File: src/sv/spms_pkg.sv
// Shared types and constants for the shared-pool multi-stack block.
package spms_pkg;

   localparam int DATA_W = 32;

   localparam logic KIND_PUSH = 1'b0;
   localparam logic KIND_POP  = 1'b1;

   typedef enum logic {
      ST_IDLE,
      ST_EXEC
   } seq_state_type;

   typedef struct packed {
      logic rd_en;
      logic link_we;
      logic data_we;
   } store_cmd_type;

   typedef struct packed {
      logic              done;
      logic              success;
      logic [DATA_W-1:0] pop_value;
   } result_type;

endpackage

File: src/sv/spms_store.sv
// Slot store: data and link memories with a fill mark for never-used slots.
module spms_store import spms_pkg::*; #(
   parameter int POOL_SLOTS = 64
) (
   input  logic                               clock,
   input  logic                               reset,
   input  store_cmd_type                      cmd,
   input  logic [$clog2(POOL_SLOTS+1)-1:0]    rd_addr,
   input  logic [$clog2(POOL_SLOTS+1)-1:0]    wr_addr,
   input  logic [$clog2(POOL_SLOTS+1)-1:0]    wr_link,
   input  logic [DATA_W-1:0]                  wr_data,
   output logic [$clog2(POOL_SLOTS+1)-1:0]    rd_link,
   output logic [DATA_W-1:0]                  rd_data
);

   localparam int PTR_W = $clog2(POOL_SLOTS + 1);
   localparam int IDX_W = (POOL_SLOTS > 1) ? $clog2(POOL_SLOTS) : 1;

   logic [PTR_W-1:0]  link_mem [POOL_SLOTS];
   logic [DATA_W-1:0] data_mem [POOL_SLOTS];

   logic [PTR_W-1:0]  link_q_ff;
   logic [DATA_W-1:0] data_q_ff;
   logic [PTR_W-1:0]  addr_ff;
   logic              fresh_ff;
   logic [PTR_W-1:0]  mark_ff;
   logic [PTR_W-1:0]  mark_in;

   // Slots at or above the mark were never handed out, so their link is
   // still the reset chain to the next slot and the memory is not consulted.
   assign rd_link = fresh_ff ? (addr_ff + PTR_W'(1)) : link_q_ff;
   assign rd_data = data_q_ff;

   always_comb begin
      mark_in = mark_ff;
      if (cmd.link_we && (wr_addr == mark_ff)) begin
         mark_in = mark_ff + PTR_W'(1);
      end
   end

   always_ff @(posedge clock) begin
      if (reset) begin
         mark_ff <= '0;
      end else begin
         mark_ff <= mark_in;
      end
   end

   always_ff @(posedge clock) begin
      if (cmd.rd_en) begin
         link_q_ff <= link_mem[rd_addr[IDX_W-1:0]];
         data_q_ff <= data_mem[rd_addr[IDX_W-1:0]];
         addr_ff   <= rd_addr;
         fresh_ff  <= (rd_addr >= mark_ff);
      end
      if (cmd.link_we) begin
         link_mem[wr_addr[IDX_W-1:0]] <= wr_link;
      end
      if (cmd.data_we) begin
         data_mem[wr_addr[IDX_W-1:0]] <= wr_data;
      end
   end

endmodule

File: src/sv/spms_seq.sv
// Sequencer: stack tops, free-list head and the two-step push/pop control.
module spms_seq import spms_pkg::*; #(
   parameter int POOL_SLOTS  = 64,
   parameter int STACK_COUNT = 4
) (
   input  logic                               clock,
   input  logic                               reset,
   input  logic                               in_valid,
   output logic                               in_ready,
   input  logic                               in_kind,
   input  logic [1:0]                         in_stack_index,
   input  logic [DATA_W-1:0]                  in_value,
   input  logic                               out_busy,
   output result_type                         result,
   output store_cmd_type                      cmd,
   output logic [$clog2(POOL_SLOTS+1)-1:0]    rd_addr,
   output logic [$clog2(POOL_SLOTS+1)-1:0]    wr_addr,
   output logic [$clog2(POOL_SLOTS+1)-1:0]    wr_link,
   output logic [DATA_W-1:0]                  wr_data,
   input  logic [$clog2(POOL_SLOTS+1)-1:0]    rd_link,
   input  logic [DATA_W-1:0]                  rd_data
);

   localparam int PTR_W     = $clog2(POOL_SLOTS + 1);
   localparam int TOP_DEPTH = (STACK_COUNT < 4) ? STACK_COUNT : 4;
   localparam int TIDX_W    = (TOP_DEPTH > 1) ? $clog2(TOP_DEPTH) : 1;
   localparam logic [PTR_W-1:0] NIL = PTR_W'(POOL_SLOTS);

   seq_state_type     state_ff, state_in;
   logic [PTR_W-1:0]  top_ff [TOP_DEPTH];
   logic [PTR_W-1:0]  free_head_ff, free_head_in;
   logic              kind_ff, kind_in;
   logic              ok_ff, ok_in;
   logic [TIDX_W-1:0] tidx_ff, tidx_in;
   logic [PTR_W-1:0]  slot_ff, slot_in;
   logic [DATA_W-1:0] value_ff, value_in;
   logic              top_we;
   logic [PTR_W-1:0]  top_wval;
   logic              sel_ok;
   logic [TIDX_W-1:0] req_tidx;

   // Only stack indexes below the stack count address a real stack.
   assign sel_ok   = (32'(in_stack_index) < STACK_COUNT);
   assign req_tidx = sel_ok ? in_stack_index[TIDX_W-1:0] : '0;

   always_comb begin
      state_in     = state_ff;
      free_head_in = free_head_ff;
      kind_in      = kind_ff;
      ok_in        = ok_ff;
      tidx_in      = tidx_ff;
      slot_in      = slot_ff;
      value_in     = value_ff;
      in_ready     = 1'b0;
      cmd          = '0;
      rd_addr      = slot_ff;
      wr_addr      = slot_ff;
      wr_link      = free_head_ff;
      wr_data      = value_ff;
      top_we       = 1'b0;
      top_wval     = slot_ff;
      result       = '0;
      unique case (state_ff)
         ST_IDLE: begin
            in_ready = 1'b1;
            slot_in  = (in_kind == KIND_POP) ? top_ff[req_tidx] : free_head_ff;
            rd_addr  = slot_in;
            if (in_valid) begin
               kind_in    = in_kind;
               tidx_in    = req_tidx;
               value_in   = in_value;
               ok_in      = sel_ok && (slot_in != NIL);
               cmd.rd_en  = ok_in;
               state_in   = ST_EXEC;
            end
         end
         ST_EXEC: begin
            if (!out_busy) begin
               result.done    = 1'b1;
               result.success = ok_ff;
               state_in       = ST_IDLE;
               if (ok_ff) begin
                  cmd.link_we = 1'b1;
                  top_we      = 1'b1;
                  if (kind_ff == KIND_PUSH) begin
                     cmd.data_we  = 1'b1;
                     wr_link      = top_ff[tidx_ff];
                     top_wval     = slot_ff;
                     free_head_in = rd_link;
                  end else begin
                     wr_link          = free_head_ff;
                     top_wval         = rd_link;
                     free_head_in     = slot_ff;
                     result.pop_value = rd_data;
                  end
               end
            end
         end
         default: begin
            state_in = ST_IDLE;
         end
      endcase
   end

   always_ff @(posedge clock) begin
      if (reset) begin
         state_ff     <= ST_IDLE;
         free_head_ff <= '0;
         for (int i = 0; i < TOP_DEPTH; i++) begin
            top_ff[i] <= NIL;
         end
      end else begin
         state_ff     <= state_in;
         free_head_ff <= free_head_in;
         if (top_we) begin
            top_ff[tidx_ff] <= top_wval;
         end
      end
   end

   always_ff @(posedge clock) begin
      kind_ff  <= kind_in;
      ok_ff    <= ok_in;
      tidx_ff  <= tidx_in;
      slot_ff  <= slot_in;
      value_ff <= value_in;
   end

endmodule

File: src/sv/shared_pool_multi_stack.sv
// Top level of the shared-pool multi-stack block with its result register.
//
//   Channel   Ports                                                        Direction
//   request   req_valid req_ready req_kind req_stack_index req_push_value  in
//   response  rsp_valid rsp_ready rsp_success rsp_pop_value                out
//
// Each word has an accept step and an execute step: the accept step reads the link
// and data memories at the chosen slot when the request can succeed, and the execute
// step writes the link back on success and loads the result register. The
// read-then-write on the link memory sets this split. Reset leaves every stack empty
// and all slots free at once; never-used slots are tracked by a fill mark, so no
// clearing pass runs. While a result waits in the output register a new request is
// still taken; it stalls in its execute step only until the waiting result leaves.
module shared_pool_multi_stack import spms_pkg::*; #(
   parameter int POOL_SLOTS  = 64,
   parameter int STACK_COUNT = 4
) (
   input  logic               clock,
   input  logic               reset,
   input  logic               req_valid,
   output logic               req_ready,
   input  logic               req_kind,
   input  logic [1:0]         req_stack_index,
   input  logic signed [31:0] req_push_value,
   output logic               rsp_valid,
   input  logic               rsp_ready,
   output logic               rsp_success,
   output logic signed [31:0] rsp_pop_value
);

   localparam int PTR_W = $clog2(POOL_SLOTS + 1);

   store_cmd_type     cmd;
   result_type        result;
   logic [PTR_W-1:0]  rd_addr;
   logic [PTR_W-1:0]  wr_addr;
   logic [PTR_W-1:0]  wr_link;
   logic [DATA_W-1:0] wr_data;
   logic [PTR_W-1:0]  rd_link;
   logic [DATA_W-1:0] rd_data;
   logic              out_busy;

   logic              rsp_valid_ff;
   logic              rsp_success_ff;
   logic [DATA_W-1:0] rsp_value_ff;

   assign out_busy = rsp_valid_ff && !rsp_ready;

   spms_seq #(
      .POOL_SLOTS  (POOL_SLOTS),
      .STACK_COUNT (STACK_COUNT)
   ) u_seq (
      .clock          (clock),
      .reset          (reset),
      .in_valid       (req_valid),
      .in_ready       (req_ready),
      .in_kind        (req_kind),
      .in_stack_index (req_stack_index),
      .in_value       (DATA_W'(req_push_value)),
      .out_busy       (out_busy),
      .result         (result),
      .cmd            (cmd),
      .rd_addr        (rd_addr),
      .wr_addr        (wr_addr),
      .wr_link        (wr_link),
      .wr_data        (wr_data),
      .rd_link        (rd_link),
      .rd_data        (rd_data)
   );

   spms_store #(
      .POOL_SLOTS (POOL_SLOTS)
   ) u_store (
      .clock   (clock),
      .reset   (reset),
      .cmd     (cmd),
      .rd_addr (rd_addr),
      .wr_addr (wr_addr),
      .wr_link (wr_link),
      .wr_data (wr_data),
      .rd_link (rd_link),
      .rd_data (rd_data)
   );

   always_ff @(posedge clock) begin
      if (reset) begin
         rsp_valid_ff <= 1'b0;
      end else if (result.done) begin
         rsp_valid_ff <= 1'b1;
      end else if (rsp_ready) begin
         rsp_valid_ff <= 1'b0;
      end
   end

   always_ff @(posedge clock) begin
      if (result.done) begin
         rsp_success_ff <= result.success;
         rsp_value_ff   <= result.pop_value;
      end
   end

   assign rsp_valid     = rsp_valid_ff;
   assign rsp_success   = rsp_success_ff;
   assign rsp_pop_value = $signed(rsp_value_ff);

endmodule
File: config.mk
export PLATFORM = sky130hd
export DESIGN_NAME = shared_pool_multi_stack
export DESIGN_NICKNAME = d
export VERILOG_FILES = /design/src/sv/spms_pkg.sv /design/src/sv/spms_store.sv /design/src/sv/spms_seq.sv /design/src/sv/shared_pool_multi_stack.sv
export SDC_FILE = /design/constraint.sdc
export NUM_CORES = 2
export LEC_CHECK = 0
export BUFFER_PORTS_ARGS = -buffer_cell sky130_fd_sc_hd__buf_4
export CAP_MARGIN = 20
export CORE_ASPECT_RATIO = 1.2
export CORE_MARGIN = 8
export CORE_UTILIZATION = 40
export CTS_CLUSTER_SIZE = 28
export DETAILED_ROUTE_END_ITERATION = 12
export REMOVE_ABC_BUFFERS = 1
export SYNTH_ARGS = -nofsm -noshare
export SYNTH_HDL_FRONTEND = slang
export SYNTH_SLANG_ARGS = --single-unit
File: constraint.sdc
create_clock -name clock -period 3.95 [get_ports clock]
set_clock_uncertainty 0.15 [all_clocks]
set_input_delay 0.79 -clock clock [delete_from_list [all_inputs] [get_ports clock]]
set_output_delay 0.79 -clock clock [all_outputs]
set_load 0.02 [all_outputs]
After elaboration in Yosys (flattened, before gate mapping):

Memories as Yosys holds them, arrays and structs flattened. A register that Yosys moved wholly into a read port is not among the register bits.
Index checks and enable logic that the tools add are counted.

* register bits: 100
* RAM bits: 2524
* input bits: 39
* word-level logic and storage cells: 78
* memories kept: 3

Memories
* u_store.data_mem: depth 64, bits a word 32, rd ports 1, clocked after Yosys merged registers in 1, write ports 1, line spms_store.sv:20 `logic [DATA_W-1:0] data_mem [POOL_SLOTS];`
* u_store.link_mem: depth 64, bits a word 7, rd ports 1, clocked after Yosys merged registers in 1, write ports 1, line spms_store.sv:19 `logic [PTR_W-1:0] link_mem [POOL_SLOTS];`
* u_seq.top_ff: depth 4, bits a word 7, rd ports 2, clocked after Yosys merged registers in 1, write ports 4, line spms_seq.sv:30 `logic [PTR_W-1:0] top_ff [TOP_DEPTH];`

* add/subtract/negate cells: 2
* order comparisons: 1
* equal/unequal tests: 2
* multiplexer cells: 44
* bitwise gates (word level): 4
* reductions and logical operators: 9

Operators by type and width (count)
* $mux 7: 13
* $mux 34: 2
* $mux 32: 2
* $mux 1: 21
* $add 7x1->7 const B: 2
* $mux 2: 5
* $eq 7x7->1: 1
* $ge 7x7->1: 1
* $ne 7x7->1 const B: 1
* $reduce_or 7->1: 1
* $not 1->1: 4
* $reduce_or 4->1: 1
* $reduce_and 3->1: 1
* $logic_and 1x1->1: 2
* $pmux 1 s2: 1
* $reduce_and 2->1: 1
* $reduce_bool 2->1: 1
* $reduce_or 2->1: 1
* $logic_not 1->1: 1

Logic depth before layout (Yosys ltp):

* word-level depth: 9
* depth in mapped cells: 17
* mapped depth without buffers: 12

Hierarchy:

Synthesis repeated with hierarchy kept, for this count alone.

* cell total of the unflattened synthesis: 4586
* area total of the unflattened synthesis: 101816.4 um2

Modules (own cells, without submodules)
* spms_store: times used 1, cells each 4262, area each 97094.4 um2, sequential area each 76503.4 um2
* spms_seq: times used 1, cells each 288, area each 3687.3 um2, sequential area each 2262.2 um2
* shared_pool_multi_stack: times used 1, cells each 36, area each 1034.7 um2, sequential area each 1011.0 um2

Least setup slack after synthesis:

No wires, ideal clock.

* path type: in2reg
* start point: input rsp_ready
* end point: memory u_store.data_mem[23][0] (enable)
* library setup time: 461 ps
* arrival: 3699 ps
* setup slack: -360 ps
* cell stages on the path: 6
* buffers on the path: 1
* path through: nand2b_1 > nand3_1 > inv_1 > nand2b_1 > clkbuf_1 > nor3_1

* cells in the longest elaborated chain, start to end: 6

Ends and longest elaborated chain
* start: declaration: line shared_pool_multi_stack.sv:26 `input logic rsp_ready,`
* $logic_not 1->1: line shared_pool_multi_stack.sv:47 `assign out_busy = rsp_valid_ff && !rsp_ready;`
* $logic_and 1x1->1: line shared_pool_multi_stack.sv:47
* $mux 2: line spms_seq.sv:78 `if (!out_busy) begin`
* $mux 2: line spms_seq.sv:63 `unique case (state_ff)`
* $mux 1: line spms_store.sv:59 `if (cmd.data_we) begin`
* $mux 1 (not written as such): line spms_store.sv:60 `data_mem[wr_addr[IDX_W-1:0]] <= wr_data;`
* end: declaration: line spms_store.sv:20

Every way passes these cells.

==> summary.md <==
| Metric | Value |
|---|---|
| Max Clk Rate | `about 0.27 GHz` |
| RSZ-0062 raised after global routing | `no` |
| Synthesized area | `roughly 100,000 um^2` |
| Input/output buffers | `between 70 and 80` |
| Placement row count | `about 200` |
| Fin nets | `~5,400` |
| Max-slew violations | `0` |
| Antenna violations before repair | `7` |
| Drt wl/cell | `28.3 um` |
| Clock Sinks | `between 2,000 and 3,000` |
| Yosys warning total | `0` |
| Vias per cell | `between 5 and 6` |
| Routed Antenna Nets | `0` |
| Total number of vias | `around 50,000` |
| Die Wd | `477 um` |
| Clock buffer depth | `4` |
| Critical path class | `flip-flop to flip-flop` |
| CTS tree | `built` |
| Relative slew slack | `0.210` |
| Crit path max fanout | `31` |
| R2R setup slack | `about 0.25 ns` |
| Area growth syn-to-layout | `17.9%` |
| Routed WL | `~250,000 um` |
| Ys flop type | `edfxtp_1` |
| Detail Placement HPWL | `157,000 um` |
| Post-CTS setup repair buffer count | `0` |
| Worst Hold End | `u_store.mark_ff[2]$_SDFFE_PP0P_` |
| Setup violators final | `0` |
| Final min period | `about 3.7 ns` |
| Metal-1 WL | `between 100,000 and 150,000 um` |
| Slowest stage delay, CP | `0.63 ns` |
| Final setup TNS | `0 ns` |
| Reg2Reg Depth | `10` |
| Drt pass-1 iters | `5` |
| DP Cell Count | `between 8,000 and 9,000` |
| P per Cell Area | `~520 nW/um^2` |
| Met2 wire len | `approximately 130,000 um` |
| Share of synthesized registers carrying an async set or reset | `0` |
| P_leak | `roughly 0.039 uW` |
| Reg-to-reg critical path endpoint | `u_store.link_q_ff[4]$_DFFE_PP_` |
| CP Cell Sequence | `mux4_2 -> nand2_1 -> o2bb2ai_4 -> inv_8 -> buf_4 -> buf_12 -> mux4_2 -> a221oi_1 -> a211oi_1 -> buf_4` |
| Hold wc startpoint | `reset` |
| IO Count | `74` |
| Clock tree root buffer cell | `clkbuf_16` |
| Reg-to-Reg Start | `u_seq.top_ff[1][0]$_SDFFCE_PN0P_` |
| WP data arrival | `around 4.2 ns` |
| Seq cells post-synth | `between 2,000 and 3,000` |
| Post-synthesis cell count | `between 4,000 and 5,000` |
| Fin crit share | `0.936` |
| Met3 routed WL | `between 10,000 and 15,000 um` |
| Htree depth | `4` |
| Register area share after synthesis | `0.782` |
| Min-Delay Path Class | `input port to flip-flop` |
| Nature of the critical path endpoint | `flip-flop` |
| Pin count of the biggest net entering global routing | `65` |
| FILL cells | `~21,000` |
| PostCTS Resize Cnt | `0` |
| Full die area | `roughly 270,000 um^2` |
| Worst IR Drop VDD | `about 400 uV` |
| Hold Path Cell Cnt | `2` |
| CP required | `around 4.5 ns` |
| Clk pin slew, worst setup/hold paths | `~0.070 ns` |
| Gr usage total | `0.181` |
| Hold Fails Final Rpt | `0` |
| Filler-free cell count of the finished design | `8,963` |
| Worst skew pair latency | `0.89 ns` |
| Status | `finished clean` |
| Share of post-route cells with drive strength above 1 | `0.298` |
| Max-cap violation count | `0` |
| Die Height | `~570 um` |
| DRC violations left | `0` |
| Total congestion overflow | `0` |
| Mapped Avg Cell Area | `around 22 um^2` |
| Startpoint Class | `flip-flop` |
| Total CTS buffers | `244` |
| Initial cell density of the core | `0.401` |
| Post-cts hold buffer count | `33` |
| Number of flops mapped to enable cells by yosys | `between 2,000 and 3,000` |
| Slowest stage cell, crit path | `a221oi_1` |
| Top Layer Used | `met4` |
| Worst Tran Pin Value | `1.18 ns` |
| Post-synthesis cell type count | `a little under 50` |
| DR iter-0 viols | `between 4,000 and 5,000` |
| Vias in the first global route | `about 52,000` |
| Global-route wire length before repair | `~370,000 um` |
| Global placer's final weighted congestion | `approximately 0.81` |
| CORE AREA | `~250,000 um^2` |
-- cells in the final DEF (no fill, tap or decap), types with 12 or more instances in the layout --
cell and count:
a211oi_1 45, or2_2 18, inv_1 18, nor2_4 65
dlygate4sd3_1 33, clkinv_1 63, clkinv_2 39, a221oi_1 156
nand2_1 33, edfxtp_1 2640, dfxtp_1 25, clkbuf_1 55
nand3_1 14, and3_1 33, bufinv_16 26, mux2i_1 329
buf_12 140, xnor2_1 16, o22ai_1 39, mux2_2 82
nor2_1 116, a221o_1 39, a21oi_1 53, mux4_2 481
clkbuf_16 244, a22o_1 78, nand2_2 12, buf_4 523
a22oi_1 78
-- worst max-delay path by stage --
stage | from | endpoint | slack, ns | cells past startpoint
after global routing | u_seq.top_ff[1][0]$_SDFFCE_PN0P_ | u_store.link_q_ff[4]$_DFFE_PP_ | 0.15 | 10
after global placement | req_stack_index[0] | u_store.link_q_ff[4]$_DFFE_PP_ | -0.50 | 11
final | u_seq.top_ff[1][0]$_SDFFCE_PN0P_ | u_store.link_q_ff[4]$_DFFE_PP_ | 0.25 | 10
after floorplan | u_seq.state_ff$_SDFF_PP0_ | u_store.link_q_ff[5]$_DFFE_PP_ | -22.12 | 7
after detailed placement | req_stack_index[0] | u_store.link_q_ff[4]$_DFFE_PP_ | -0.48 | 11
after CTS | u_seq.top_ff[1][0]$_SDFFCE_PN0P_ | u_store.link_q_ff[4]$_DFFE_PP_ | 0.19 | 10
-- routing by layer --
layer | vias to the layer above | global-route usage
met1 | 27100 | 0.233
li1 | 21300 | -
met3 | 417 | 0.0256
met2 | 1654 | 0.321
met4 | 0 | 0.0528
met5 | - | 0
-- report_power, final --
part,switching [uW],internal (uW),total [uW]
Combinational,4200,3420,7620
Clock,10100,13000,23100
Sequential,211,31500,31700
-- Yosys cell counts, drive strengths merged (2+ instances only) --
| cell type | number | area share |
|---|---|---|
| edfxtp | 2640 | 0.78 |
| a211o | 3 | 0.00026 |
| nor2 | 181 | 0.0067 |
| a22o | 79 | 0.0068 |
| a22oi | 78 | 0.0057 |
| xnor2 | 16 | 0.0014 |
| a221oi | 156 | 0.013 |
| clkbuf | 163 | 0.0060 |
| dfxtp | 25 | 0.0049 |
| buf | 131 | 0.0074 |
| mux2 | 82 | 0.0091 |
| nand2b | 10 | 0.00061 |
| nand3 | 14 | 0.00069 |
| ha | 9 | 0.0011 |
| inv | 22 | 0.00081 |
| and3 | 33 | 0.0020 |
| a21oi | 53 | 0.0026 |
| a21o | 3 | 0.00022 |
| nor3 | 8 | 0.00039 |
| a221o | 39 | 0.0038 |
| xor2 | 2 | 0.00017 |
| nor2b | 4 | 0.00025 |
| a211oi | 45 | 0.0033 |
| nand2 | 45 | 0.0017 |
| mux4 | 481 | 0.11 |
| and2 | 4 | 0.00025 |
| o21ai | 5 | 0.00028 |
| mux2i | 329 | 0.032 |
| or2 | 18 | 0.0011 |
| or3 | 5 | 0.00031 |
| o22ai | 39 | 0.0024 |
| nand3b | 4 | 0.00029 |
-- stage by stage --
stage	power [uW]	util	area [um^2]	worst slack, ns	hold WS, ns
2_1_floorplan	38200	-	101000	-22.12	0.303
3_3_place_gp	39900	0.441	112000	-0.498	0.325
3_5_place_dp	40000	0.441	112000	-0.479	0.333
4_1_cts	63100	0.473	120000	0.193	0.0338
5_1_grt	64400	0.473	120000	0.145	0.0973
6_report	62500	0.473	120000	0.254	0.133
-- layout make-up --
class                           count  area, um^2  area share
Sequential cell                  2665       79800       0.663
Multi-Input combinational cell   1753       21400       0.178
Tap cell                         3382        4230      0.0352
Inverter                           23        93.8    0.000780
Clock inverter                    142        1420      0.0118
Antenna cell                        2        5.00   0.0000416
Timing Repair Buffer              697        7070      0.0588
Clock buffer                      299        6310      0.0525
-- cell families after synthesis --
group | share of synthesized area
flip-flops | 0.782
multiplexers | 0.147
AO/OA/AOI/OAI | 0.0392
AND/OR/NAND/NOR | 0.0144
buffers and inverters | 0.0143
XOR/XNOR | 0.00155
adder cells (fa/ha/maj) | 0.00110
-- sequential cells by signal, summed over array words and instances, names as in the netlist, 2 cells and up, named ones only --
name	count
rsp_pop_value	32
u_seq.free_head_ff	7
u_seq.tidx_ff	2
u_seq.top_ff	28
u_seq.wr_addr	7
u_seq.wr_data	32
u_store.addr_ff	7
u_store.data_mem	2048
u_store.link_mem	448
u_store.link_q_ff	7
u_store.mark_ff	7
u_store.rd_data	32
-- worst max-delay path: cells and delay by family (launching register included) --
kind	cells	cell delay [ns]
flip-flops	1	0.35
buffers and inverters	4	1.04
AO/OA/AOI/OAI	3	0.97
AND/OR/NAND/NOR	1	0.09
multiplexers	2	0.82
Note: power is estimated with default switching activity, not from simulation.
